**src/hw/rtl/brd_pkg.sv**
```systemverilog
package brd_pkg;

    // Stream and record geometry
    localparam int BYTE_W   = 8;
    localparam int HDR_W    = 5;
    localparam int FIELD_W  = 31;
    localparam int N_FIELDS = 4;
    localparam int CNT_W    = 5;
    // Seven leftover bits plus a full-width field
    localparam int BUF_W    = 38;
    // Bit position within a record, up to 17 bytes
    localparam int POS_W    = 8;

    // Request held in the input register
    typedef struct packed {
        logic              valid;
        logic              start;
        logic [BYTE_W-1:0] data;
    } stage_t;

endpackage

```
**src/hw/rtl/bit_packed_rect_decoder_top.sv**
```systemverilog
// Bit-packed rectangle decoder. Takes one stream byte per request (MSB first)
// and decodes records made of a 5-bit width w followed by four signed w-bit
// fields (x_min, x_max, y_min, y_max), padded to a byte boundary. One result
// is delivered for the byte that completes a record, with the fields
// sign-extended to 31 bits, the width and the record length in bytes.
// record_start drops any partial record and begins a new one at that byte.
// A request is taken every cycle; each byte passes an input register and a
// result register, so result_valid is driven from the result register that is
// loaded when the record's last byte leaves the input register, and throughput
// drops only while a held result sits under result_stall.
module bit_packed_rect_decoder_top
(
    input  logic                        clk,
    input  logic                        rst_n,
    input  logic                        item_valid,
    output logic                        item_stall,
    input  logic [brd_pkg::BYTE_W-1:0]  data_byte,
    input  logic                        record_start,
    output logic                        result_valid,
    input  logic                        result_stall,
    output logic signed [brd_pkg::FIELD_W-1:0] x_min,
    output logic signed [brd_pkg::FIELD_W-1:0] x_max,
    output logic signed [brd_pkg::FIELD_W-1:0] y_min,
    output logic signed [brd_pkg::FIELD_W-1:0] y_max,
    output logic [brd_pkg::HDR_W-1:0]   field_width,
    output logic [brd_pkg::CNT_W-1:0]   record_bytes
);

    brd_pkg::stage_t stage;
    logic            advance;

    brd_input_stage u_input
    (
        .clk          (clk),
        .rst_n        (rst_n),
        .item_valid   (item_valid),
        .item_stall   (item_stall),
        .data_byte    (data_byte),
        .record_start (record_start),
        .advance      (advance),
        .stage        (stage)
    );

    brd_decode u_decode
    (
        .clk          (clk),
        .rst_n        (rst_n),
        .stage        (stage),
        .advance      (advance),
        .result_valid (result_valid),
        .result_stall (result_stall),
        .x_min        (x_min),
        .x_max        (x_max),
        .y_min        (y_min),
        .y_max        (y_max),
        .field_width  (field_width),
        .record_bytes (record_bytes)
    );

endmodule

```
**src/hw/rtl/brd_input_stage.sv**
```systemverilog
module brd_input_stage
(
    input  logic                       clk,
    input  logic                       rst_n,
    input  logic                       item_valid,
    output logic                       item_stall,
    input  logic [brd_pkg::BYTE_W-1:0] data_byte,
    input  logic                       record_start,
    input  logic                       advance,
    output brd_pkg::stage_t            stage
);

    logic                       valid_reg;
    logic                       valid_next;
    logic                       start_reg;
    logic [brd_pkg::BYTE_W-1:0] data_reg;
    logic                       accept;

    // Hold off upstream while the held request cannot move on
    assign item_stall = valid_reg && !advance;
    assign accept     = item_valid && !item_stall;

    always_comb
    begin
        valid_next = valid_reg;
        if (accept)
        begin
            valid_next = 1'b1;
        end
        else if (advance)
        begin
            valid_next = 1'b0;
        end
    end

    always_ff @(posedge clk or negedge rst_n)
    begin
        if (!rst_n)
        begin
            valid_reg <= 1'b0;
        end
        else
        begin
            valid_reg <= valid_next;
        end
    end

    // Payload, no reset needed
    always_ff @(posedge clk)
    begin
        if (accept)
        begin
            data_reg  <= data_byte;
            start_reg <= record_start;
        end
    end

    assign stage.valid = valid_reg;
    assign stage.start = start_reg;
    assign stage.data  = data_reg;

endmodule

```
**src/hw/rtl/brd_decode.sv**
```systemverilog
module brd_decode
(
    input  logic                        clk,
    input  logic                        rst_n,
    input  brd_pkg::stage_t             stage,
    output logic                        advance,
    output logic                        result_valid,
    input  logic                        result_stall,
    output logic signed [brd_pkg::FIELD_W-1:0] x_min,
    output logic signed [brd_pkg::FIELD_W-1:0] x_max,
    output logic signed [brd_pkg::FIELD_W-1:0] y_min,
    output logic signed [brd_pkg::FIELD_W-1:0] y_max,
    output logic [brd_pkg::HDR_W-1:0]   field_width,
    output logic [brd_pkg::CNT_W-1:0]   record_bytes
);

    // Record state
    logic [brd_pkg::BUF_W-1:0]   buf_reg;
    logic [brd_pkg::BUF_W-1:0]   buf_next;
    logic [brd_pkg::CNT_W-1:0]   count_reg;
    logic [brd_pkg::CNT_W-1:0]   count_next;
    logic [brd_pkg::HDR_W-1:0]   width_reg;
    logic [brd_pkg::HDR_W-1:0]   width_next;
    logic [brd_pkg::FIELD_W-1:0] field_reg  [brd_pkg::N_FIELDS];
    logic [brd_pkg::FIELD_W-1:0] field_next [brd_pkg::N_FIELDS];

    // Result register
    logic                        res_valid_reg;
    logic                        res_valid_next;
    logic [brd_pkg::FIELD_W-1:0] res_field_reg [brd_pkg::N_FIELDS];
    logic [brd_pkg::HDR_W-1:0]   res_width_reg;
    logic [brd_pkg::CNT_W-1:0]   res_bytes_reg;

    // Decode datapath
    logic [brd_pkg::CNT_W-1:0]   count_base;
    logic [brd_pkg::CNT_W-1:0]   count_inc;
    logic [brd_pkg::HDR_W-1:0]   cur_width;
    logic [brd_pkg::POS_W-1:0]   bit_total;
    logic [brd_pkg::POS_W-1:0]   end_pos   [brd_pkg::N_FIELDS];
    logic                        hit       [brd_pkg::N_FIELDS];
    logic [2:0]                  shift_amt [brd_pkg::N_FIELDS];
    logic [brd_pkg::FIELD_W-1:0] shifted   [brd_pkg::N_FIELDS];
    logic [brd_pkg::FIELD_W-1:0] field_now [brd_pkg::N_FIELDS];
    logic                        done;

    // Keep the low w bits and sign-extend them; width zero reads as zero
    function automatic logic [brd_pkg::FIELD_W-1:0] sext_field(
        input logic [brd_pkg::FIELD_W-1:0] raw,
        input logic [brd_pkg::HDR_W-1:0]   w
    );
        logic [brd_pkg::FIELD_W-1:0] mask;
        logic                        sign;
        mask = (brd_pkg::FIELD_W'(1) << w) - brd_pkg::FIELD_W'(1);
        sign = raw[w - brd_pkg::HDR_W'(1)];
        if (w == '0)
        begin
            return '0;
        end
        return (raw & mask) | (sign ? ~mask : '0);
    endfunction

    // Move on when the result register is free or being emptied
    assign advance = stage.valid && (!res_valid_reg || !result_stall);

    // Field positions follow from the byte count: header, then four w-bit fields
    always_comb
    begin
        count_base = stage.start ? '0 : count_reg;
        count_inc  = count_base + brd_pkg::CNT_W'(1);
        cur_width  = (count_base == '0) ? stage.data[brd_pkg::BYTE_W-1 -: brd_pkg::HDR_W]
                                        : width_reg;
        bit_total  = {count_inc, 3'b000};
        buf_next   = {buf_reg[brd_pkg::BUF_W-brd_pkg::BYTE_W-1:0], stage.data};

        for (int k = 0; k < brd_pkg::N_FIELDS; k++)
        begin
            end_pos[k]   = brd_pkg::POS_W'(brd_pkg::HDR_W)
                         + brd_pkg::POS_W'(k + 1) * {3'b000, cur_width};
            // Field ends inside the byte just received
            hit[k]       = (end_pos[k] <= bit_total)
                         && (({1'b0, end_pos[k]} + 9'd8) > {1'b0, bit_total});
            shift_amt[k] = 3'(bit_total - end_pos[k]);
            shifted[k]   = brd_pkg::FIELD_W'(buf_next >> shift_amt[k]);
            field_now[k] = hit[k] ? sext_field(shifted[k], cur_width) : field_reg[k];
        end

        done = (end_pos[brd_pkg::N_FIELDS-1] <= bit_total);
    end

    // Next record state
    always_comb
    begin
        count_next = count_reg;
        width_next = width_reg;
        for (int k = 0; k < brd_pkg::N_FIELDS; k++)
        begin
            field_next[k] = field_reg[k];
        end
        if (advance)
        begin
            count_next = done ? '0 : count_inc;
            width_next = cur_width;
            for (int k = 0; k < brd_pkg::N_FIELDS; k++)
            begin
                field_next[k] = field_now[k];
            end
        end
    end

    // Result valid: load on advance, clear when taken
    always_comb
    begin
        res_valid_next = res_valid_reg;
        if (advance)
        begin
            res_valid_next = done;
        end
        else if (!result_stall)
        begin
            res_valid_next = 1'b0;
        end
    end

    always_ff @(posedge clk or negedge rst_n)
    begin
        if (!rst_n)
        begin
            count_reg     <= '0;
            width_reg     <= '0;
            res_valid_reg <= 1'b0;
        end
        else
        begin
            count_reg     <= count_next;
            width_reg     <= width_next;
            res_valid_reg <= res_valid_next;
        end
    end

    // Datapath registers
    always_ff @(posedge clk)
    begin
        buf_reg <= advance ? buf_next : buf_reg;
        for (int k = 0; k < brd_pkg::N_FIELDS; k++)
        begin
            field_reg[k] <= field_next[k];
        end
        if (advance && done)
        begin
            for (int k = 0; k < brd_pkg::N_FIELDS; k++)
            begin
                res_field_reg[k] <= field_now[k];
            end
            res_width_reg <= cur_width;
            res_bytes_reg <= count_inc;
        end
    end

    assign result_valid = res_valid_reg;
    assign x_min        = $signed(res_field_reg[0]);
    assign x_max        = $signed(res_field_reg[1]);
    assign y_min        = $signed(res_field_reg[2]);
    assign y_max        = $signed(res_field_reg[3]);
    assign field_width  = res_width_reg;
    assign record_bytes = res_bytes_reg;

`ifndef SYNTH
    // A partial record never holds more than sixteen bytes
    assert property (@(posedge clk) disable iff (!rst_n)
        count_reg <= brd_pkg::CNT_W'(16))
        else $error("partial record byte count out of range");

    // Record length agrees with the decoded width
    assert property (@(posedge clk) disable iff (!rst_n)
        result_valid |->
        record_bytes == brd_pkg::CNT_W'((9'd12 + {2'b00, field_width, 2'b00}) >> 3))
        else $error("record length does not match width");

    // Width zero yields four zero fields
    assert property (@(posedge clk) disable iff (!rst_n)
        (result_valid && field_width == '0) |->
        (x_min == '0 && x_max == '0 && y_min == '0 && y_max == '0))
        else $error("zero-width record has nonzero field");

    // Record state only moves when a request is consumed
    assert property (@(posedge clk) disable iff (!rst_n)
        !advance |=> ($stable(count_reg) && $stable(width_reg)))
        else $error("record state changed without a request");
`endif

endmodule
```
**config.mk**
```make
export PLATFORM = sky130hd
export DESIGN_NAME = bit_packed_rect_decoder_top
export DESIGN_NICKNAME = d
export VERILOG_FILES = /design/src/hw/rtl/brd_pkg.sv /design/src/hw/rtl/bit_packed_rect_decoder_top.sv /design/src/hw/rtl/brd_input_stage.sv /design/src/hw/rtl/brd_decode.sv
export SDC_FILE = /design/constraint.sdc
export NUM_CORES = 1
export LEC_CHECK = 0
export BUFFER_PORTS_ARGS = -buffer_cell sky130_fd_sc_hd__buf_2
export CORE_ASPECT_RATIO = 0.8
export CORE_MARGIN = 2
export CORE_UTILIZATION = 50
export CTS_BUF_LIST = sky130_fd_sc_hd__clkbuf_4 sky130_fd_sc_hd__clkbuf_8
export DETAILED_ROUTE_END_ITERATION = 10
export PLACE_DENSITY = 0.73
export SLEW_MARGIN = 5
export SYNTH_ARGS = -nofsm -noshare
export SYNTH_HDL_FRONTEND = slang
export SYNTH_SLANG_ARGS = --single-unit
```
**constraint.sdc**
```tcl
create_clock -name clk -period 15.05 [get_ports clk]
set_clock_uncertainty 0.2 [all_clocks]
set_input_delay 1.505 -clock clk [delete_from_list [all_inputs] [get_ports clk]]
set_output_delay 1.505 -clock clk [all_outputs]
set_load 0.02 [all_outputs]
```
==> results.md, run 1 <==
* Status: completed
* Dominant synthesized flop cell: edfxtp_1
* Sequential-to-total area share from yosys stat at 0.473
* Critical Path Max Stage Delay at about 0.7 ns
* Crit Reg-Reg Startpoint: u_input.start_reg
* CTS tree: done
* Slew Viols, Final at 0
* RR Endpoint: u_decode.res_field_reg[2][4]
* Max_slew headroom at 0.152
* Register bit count reported by yosys at ~300
* Total global routing overflow at 0
* Placer Congestion at 1.01
* Crit path max-delay cell type: nor2_1
* Die X at roughly 220 µm
* Post-CTS setup buffer count at 0
* Yosys cell types at 94
* Post-Syn Area at about 0.02 mm²
* Clock sinks at slightly above 300
* EDFF count, synth at between 200 and 300
* Max clock buf depth at 3
* WL/cell at 29.7 µm
* Antenna Cells at 0
* Number of global-route vias before repair at 16,900
* RSZ-0062 raised after global routing: no
* Worst endpoint data arrival time at ~8.7 ns
* DR vias/cell at between 6 and 7
* Global-route usage over all layers at 0.376
* Initial antenna violation count at 3
* CTS Root Cell: clkbuf_8
* CTS Hold Buffers Added at 0
* Critical path peak fanout at 60
* Fin nets at between 2,000 and 2,500
* Core footprint at about 0.038 mm²
* YS warnings at 0
* FP Rows at 64
* Cell mode on critical path: ha_1
* Worst Setup EP: u_decode.res_field_reg[2][4]
* Starting Density at 0.509
* Startpoint type of the worst setup path: register
* H-tree levels at 2
* Die height at approximately 180 µm
* Setup-failing EPs final at 0
* Share of cells above drive strength 1 at 0.175
* Reg clk slew, reported paths at roughly 0.060 ns
* CP endpoint kind: register
* Final WL at around 77,000 µm
* DRC at 0
* Max Fclk at between 0.1 and 0.15 GHz
* Final ANT Viol Nets at 0
* Synthesis-to-layout area growth at 12.0%
* Final HPWL from detailed placement at ~53,000 µm
* Min-Delay Path Class: register to register
* IO Port Bufs at between 100 and 150
* Final Util at 0.570
* First-pass GRT wire length at around 110,000 µm
* Async S/R FF share, synth at 0.0388
* DRT iter0 DRCs at around 2,400
* Final period utilization at 0.560
* Met2 Resource Use GR at 0.537
* 1st-pass router iterations at 6
* Die Area at 0.0406 mm²
* Via Count at between 15,000 and 20,000
* Data required, critical path at about 15 ns
* Grt peak-use layer: met2
* Worst skew pair latency at roughly 0.65 ns
* Final hold vios at 0
* Maxcap violations at 0
* Setup crit start: u_input.start_reg
* Met3 Use GR at 0.121
* Worst Tran Pin Value at ~1.3 ns
* Largest net degree at the start of global routing at 86
* Total Neg Setup Slack at 0 ns
* Syn_area_per_cell at 9.92 µm²
* Routing usage on met1 at 0.499
* Worst Hold Depth at 2
* R2r worst-path depth at 28
* Period minus WS final at around 8.4 ns
* Synth Net Count at between 2,000 and 2,500
* CTS buffer count at 49
* Critical path class: register to register
* Reg2reg setup slack at 6.62 ns
* Synth Instances at ~2,000
* Ports at between 100 and 150
* Post-cts resize count at 0
-- metal layers --
metal | up-vias | part of all wire
met2 | 1200 | 0.41
met4 | 4 | 0.070
met5 | - | 0.00034
li1 | 7660 | -
met1 | 8525 | 0.39
met3 | 269 | 0.13
-- cells in the mapped netlist (26+ instances only) --
cell type	count	area share
edfxtp_1	297	0.46
ha_1	51	0.033
mux2i_1	101	0.052
a21oi_1	152	0.039
a211oi_1	31	0.012
nand2_1	243	0.047
nor3_1	74	0.019
clkbuf_1	105	0.020
buf_2	32	0.0082
o21ai_0	123	0.032
nand2b_1	26	0.0083
o31ai_1	28	0.011
nand3_1	43	0.011
inv_1	37	0.0071
nor2_1	148	0.028
xnor2_1	29	0.013
-- layout make-up --
type / count / area (µm²)
tap: 495 / 619
inverter: 41 / 160
timing repair buffer: 207 / 1180
sequential: 309 / 9220
clock inverter: 28 / 325
fill: 3364 / 16500
clock buffer: 60 / 769
multi-input combinational: 1450 / 9580
-- worst max-delay path, delay by kind of cell (launching register included) --
kind / cells / cell delay (ns)
simple gates: 9 / 2.95
buf+inv: 6 / 1.70
fa+ha+maj: 4 / 1.13
compound gates: 6 / 1.05
xor+xnor: 3 / 0.62
flops: 1 / 0.51
-- logic make-up (layout without fill, tap and decap cells) --
logic type                 Yosys count  in the layout  share of synthesized area
adders and majority gates           51             51                     0.0327
AOI/OAI and AO/OA                  599            599                      0.210
muxes                              126            126                     0.0729
and+or+nand+nor                    633            633                      0.149
xor gates and xnor gates            41             41                     0.0188
buffers and inverters              208            336                     0.0444
DFF                                309            309                      0.473
-- worst min path at each step --
stage | from | slack [ns] | endpoint
4_1_cts | u_decode.count_reg[0] | 0.31 | u_decode.count_reg[0]
5_1_grt | u_decode.count_reg[0] | 0.35 | u_decode.count_reg[0]
6_report | u_decode.count_reg[0] | 0.31 | u_decode.count_reg[0]
3_3_place_gp | u_decode.count_reg[0] | 0.29 | u_decode.count_reg[0]
3_5_place_dp | u_decode.count_reg[0] | 0.30 | u_decode.count_reg[0]
2_1_floorplan | u_decode.buf_reg[3] | 0.22 | u_decode.buf_reg[11]
-- cell usage in the layout (no fill, tap or decap), types with 10 or more instances in the layout --
cell and count:
or3_1 14, dfrtp_1 12, a32o_1 22, o311ai_0 12
o211ai_1 15, and3_1 15, buf_2 148, nor2_1 148
mux4_2 11, inv_1 36, o21ai_0 123, nand2_1 242
o22ai_1 14, mux2i_1 99, xor2_1 11, clkbuf_8 51
and2_1 11, mux2_2 12, buf_4 59, xnor2_1 22
a22o_1 20, a21oi_1 147, nor3_1 74, a221o_1 20
nor2b_1 18, edfxtp_1 297, a211oi_1 31, nand2b_1 26
nand3_1 43, a21o_1 18, o31ai_1 27, o21ai_1 10
ha_1 50
-- through the flow --
stage | area, µm² | setup slack, ns | hold slack, ns | cells
floorplan | 19500 | 6.32 | 0.221 | 1967
global placement | 20800 | 7.23 | 0.288 | 2502
detailed placement | 20800 | 6.87 | 0.302 | 2502
CTS | 21900 | 6.82 | 0.314 | 2590
global route | 21900 | 5.96 | 0.352 | 2590
finish | 21900 | 6.62 | 0.306 | 2590
Power of run 1 is left out: the tool's default activity adds up to more than one toggle a clock period on the data nets, which glitch-free logic cannot reach.
==> inputs of run 2 (changes only) <==
clock period = 7.9 ns   (was 15.05 ns; I/O delays follow)
==> run 2 against run 1 <==
  * Worst setup slack lost 5.8 ns
  * Maximum frequency up 18%
  * Non-clock buffer count increased by 64
  * Critical endpoint is now u_decode.field_reg[2][11]
  * First-iteration DRC count grew 14%
  * Critical path type unchanged
  * Register-to-register slack got worse by 5.8 ns
  * Largest cell class unchanged
  * Flip-flop and latch count unchanged
  * Count of clock-buffer cells in the layout decreased by 2
==> results.md, run 2 (same netlist as run 1, synthesis figures left out) <==
* CP endpoint kind: register
* Slew Viols, Final at 0 (unchanged)
* CTS tree: done
* Critical Path Max Stage Delay at 0.84 ns (+0.15 ns)
* Status: completed
* Die X at 225 µm (unchanged)
* Post-CTS setup buffer count at 0 (unchanged)
* FP Rows at 64 (unchanged)
* Largest net degree at the start of global routing at 119 (+38%)
* Data required, critical path at 8.07 ns (-7.20 ns)
* Min-Delay Path Class: input pin to register
* Worst path bufs/invs at 7 (+1)
* Initial antenna violation count at 3 (unchanged)
* IO Port Bufs at 148 (unchanged)
* Final ANT Viol Nets at 0 (unchanged)
* Die Area at 0.0406 mm² (unchanged)
* Synthesis-to-layout area growth at 14.3%
* Max Fclk at 0.140 GHz (+18%)
* Max clock buf depth at 3 (unchanged)
* Worst Hold Depth at 1 (-1)
* R2r worst-path depth at 25 (-11%)
* Total global routing overflow at 0 (unchanged)
* Worst skew pair latency at 0.69 ns (+0.04 ns)
* Worst endpoint data arrival time at 7.29 ns (-1.36 ns)
* Most common cell after layout, fill and taps aside: edfxtp_1
* 1st-pass router iterations at 6 (unchanged)
* CTS Root Cell: clkbuf_8
* Dpl cells at 2,565 (+2.5%)
* DR vias/cell at 6.80 (-0.30%)
* Starting Density at 0.509 (unchanged)
* Die height at 181 µm (unchanged)
* Commonest non-fill, non-tap cells in the layout: 297 x edfxtp_1, 242 x nand2_1, 149 x a21oi_1, 148 x nor2_1, 148 x buf_2
* Register area at 0.00922 mm² (unchanged)
* DRT iter0 DRCs at 2,777 (+14%)
* Critical path depth at 25 (-11%)
* Max_slew headroom at 0.113 (-0.0389)
* Setup-failing EPs final at 0 (unchanged)
* First-pass GRT wire length at 113,000 µm (about the same)
* CTS buffer count at 49 (unchanged)
* Hold_sp: data_byte[4]
* WL/cell at 28.9 µm (-3.0%)
* Total Neg Setup Slack at 0 ns (unchanged)
* Fin nets at 2,186 (+3.0%)
* CP delay by family, top: simple AND/OR/NAND/NOR gates
* Ports at 149 (unchanged)
* Placer Congestion at 1.04 (+3.2%)
* H-tree levels at 2 (unchanged)
* Reg2reg setup slack at 0.78 ns (-5.84 ns)
* Number of global-route vias before repair at 17,000 (+0.16%)
* Via Count at 18,000 (+2.1%)
* Period minus WS final at 7.12 ns (-1.31 ns)
* Clock sinks at 309 (unchanged)
* Worst hold slack at 0.121 ns (-0.185 ns)
* Final HPWL from detailed placement at 54,000 µm (+1.7%)
* RSZ-0062 raised after global routing: no
* WHS Endpoint: u_input.data_reg[4]
* Reg clk slew, reported paths at 0.06 ns (about the same)
* RR Endpoint: u_decode.field_reg[2][11]
* Maxcap violations at 0 (unchanged)
* Final WL at 76,600 µm (-0.59%)
* Critical path class: register to register
* Global-route usage over all layers at 0.374 (-0.00189)
* Share of cells above drive strength 1 at 0.195 (+0.0199)
* Final hold vios at 0 (unchanged)
* Critical path peak fanout at 19 (-68%)
* Final period utilization at 0.901 (+0.341)
* Fin cells at 2,653 (+2.4%)
* Antenna Cells at 0 (unchanged)
* Multi-input logic area at 0.00954 mm² (-0.39%)
* Filler cells at 3,298 (-2.0%)
* Crit path max-delay cell type: a31oi_2
* Worst Tran Pin Value at 1.32 ns (+0.0536 ns)
* DRC at 0 (unchanged)
* Core footprint at 0.0384 mm² (unchanged)
* Crit Reg-Reg Startpoint: u_input.start_reg
* Startpoint type of the worst setup path: register
run 2: layer usage:
layer  GRT usage  part of all wire
met1       0.523              0.40
met2       0.523              0.41
met3       0.106              0.13
met4       0.202             0.061
met5           0           0.00016
run 2: through the flow:
stage	instance area, µm²	setup slack, ns	utilization
global placement	21300	1.07	0.555
detailed placement	21300	0.943	0.555
CTS	22300	0.873	0.581
floorplan	19500	0.705	-
finish	22300	0.782	0.581
global route	22300	0.396	0.581
run 2: how the worst max path moves through the flow:
stage / start / to / slack (ns)
after detailed placement: u_input.start_reg / u_decode.field_reg[2][11] / 0.94
final: u_input.start_reg / u_decode.field_reg[2][11] / 0.78
after global placement: u_input.start_reg / u_decode.field_reg[2][11] / 1.07
after floorplan: u_input.start_reg / u_decode.field_reg[2][15] / 0.70
after CTS: u_input.start_reg / u_decode.field_reg[2][11] / 0.87
after global routing: u_input.start_reg / u_decode.res_field_reg[2][11] / 0.40
run 2: layout make-up:
cell class / instances / share of cell area
Clock buffer: 58 / 0.0333
Sequential cell: 309 / 0.413
Multi-Input combinational cell: 1450 / 0.428
Timing Repair Buffer: 271 / 0.0781
Tap cell: 495 / 0.0278
Clock inverter: 29 / 0.0122
Inverter: 41 / 0.00718
run 2: timing repair:
action	4_1_cts	5_1_grt
endpoints found under the hold margin	12	0
resized for setup	0	0
hold buffers	1	0
run 2: worst reg2reg max path: stages (launching register included):
cell,delay [ns]
edfxtp_1,0.51
nor2b_1,0.35
inv_1,0.11
ha_1,0.26
or4b_1,0.52
nand3_1,0.22
nand2_2,0.20
inv_2,0.05
ha_1,0.29
inv_1,0.06
xnor2_1,0.12
ha_1,0.31
inv_1,0.06
nor4_1,0.53
or4_1,0.21
buf_4,0.19
buf_4,0.17
a21o_1,0.09
nand3_1,0.08
a221o_1,0.31
nor4b_1,0.15
o32a_1,0.37
a31oi_2,0.84
buf_4,0.31
mux2i_1,0.08
a22o_1,0.25
Power of run 2 is left out for the same reason.
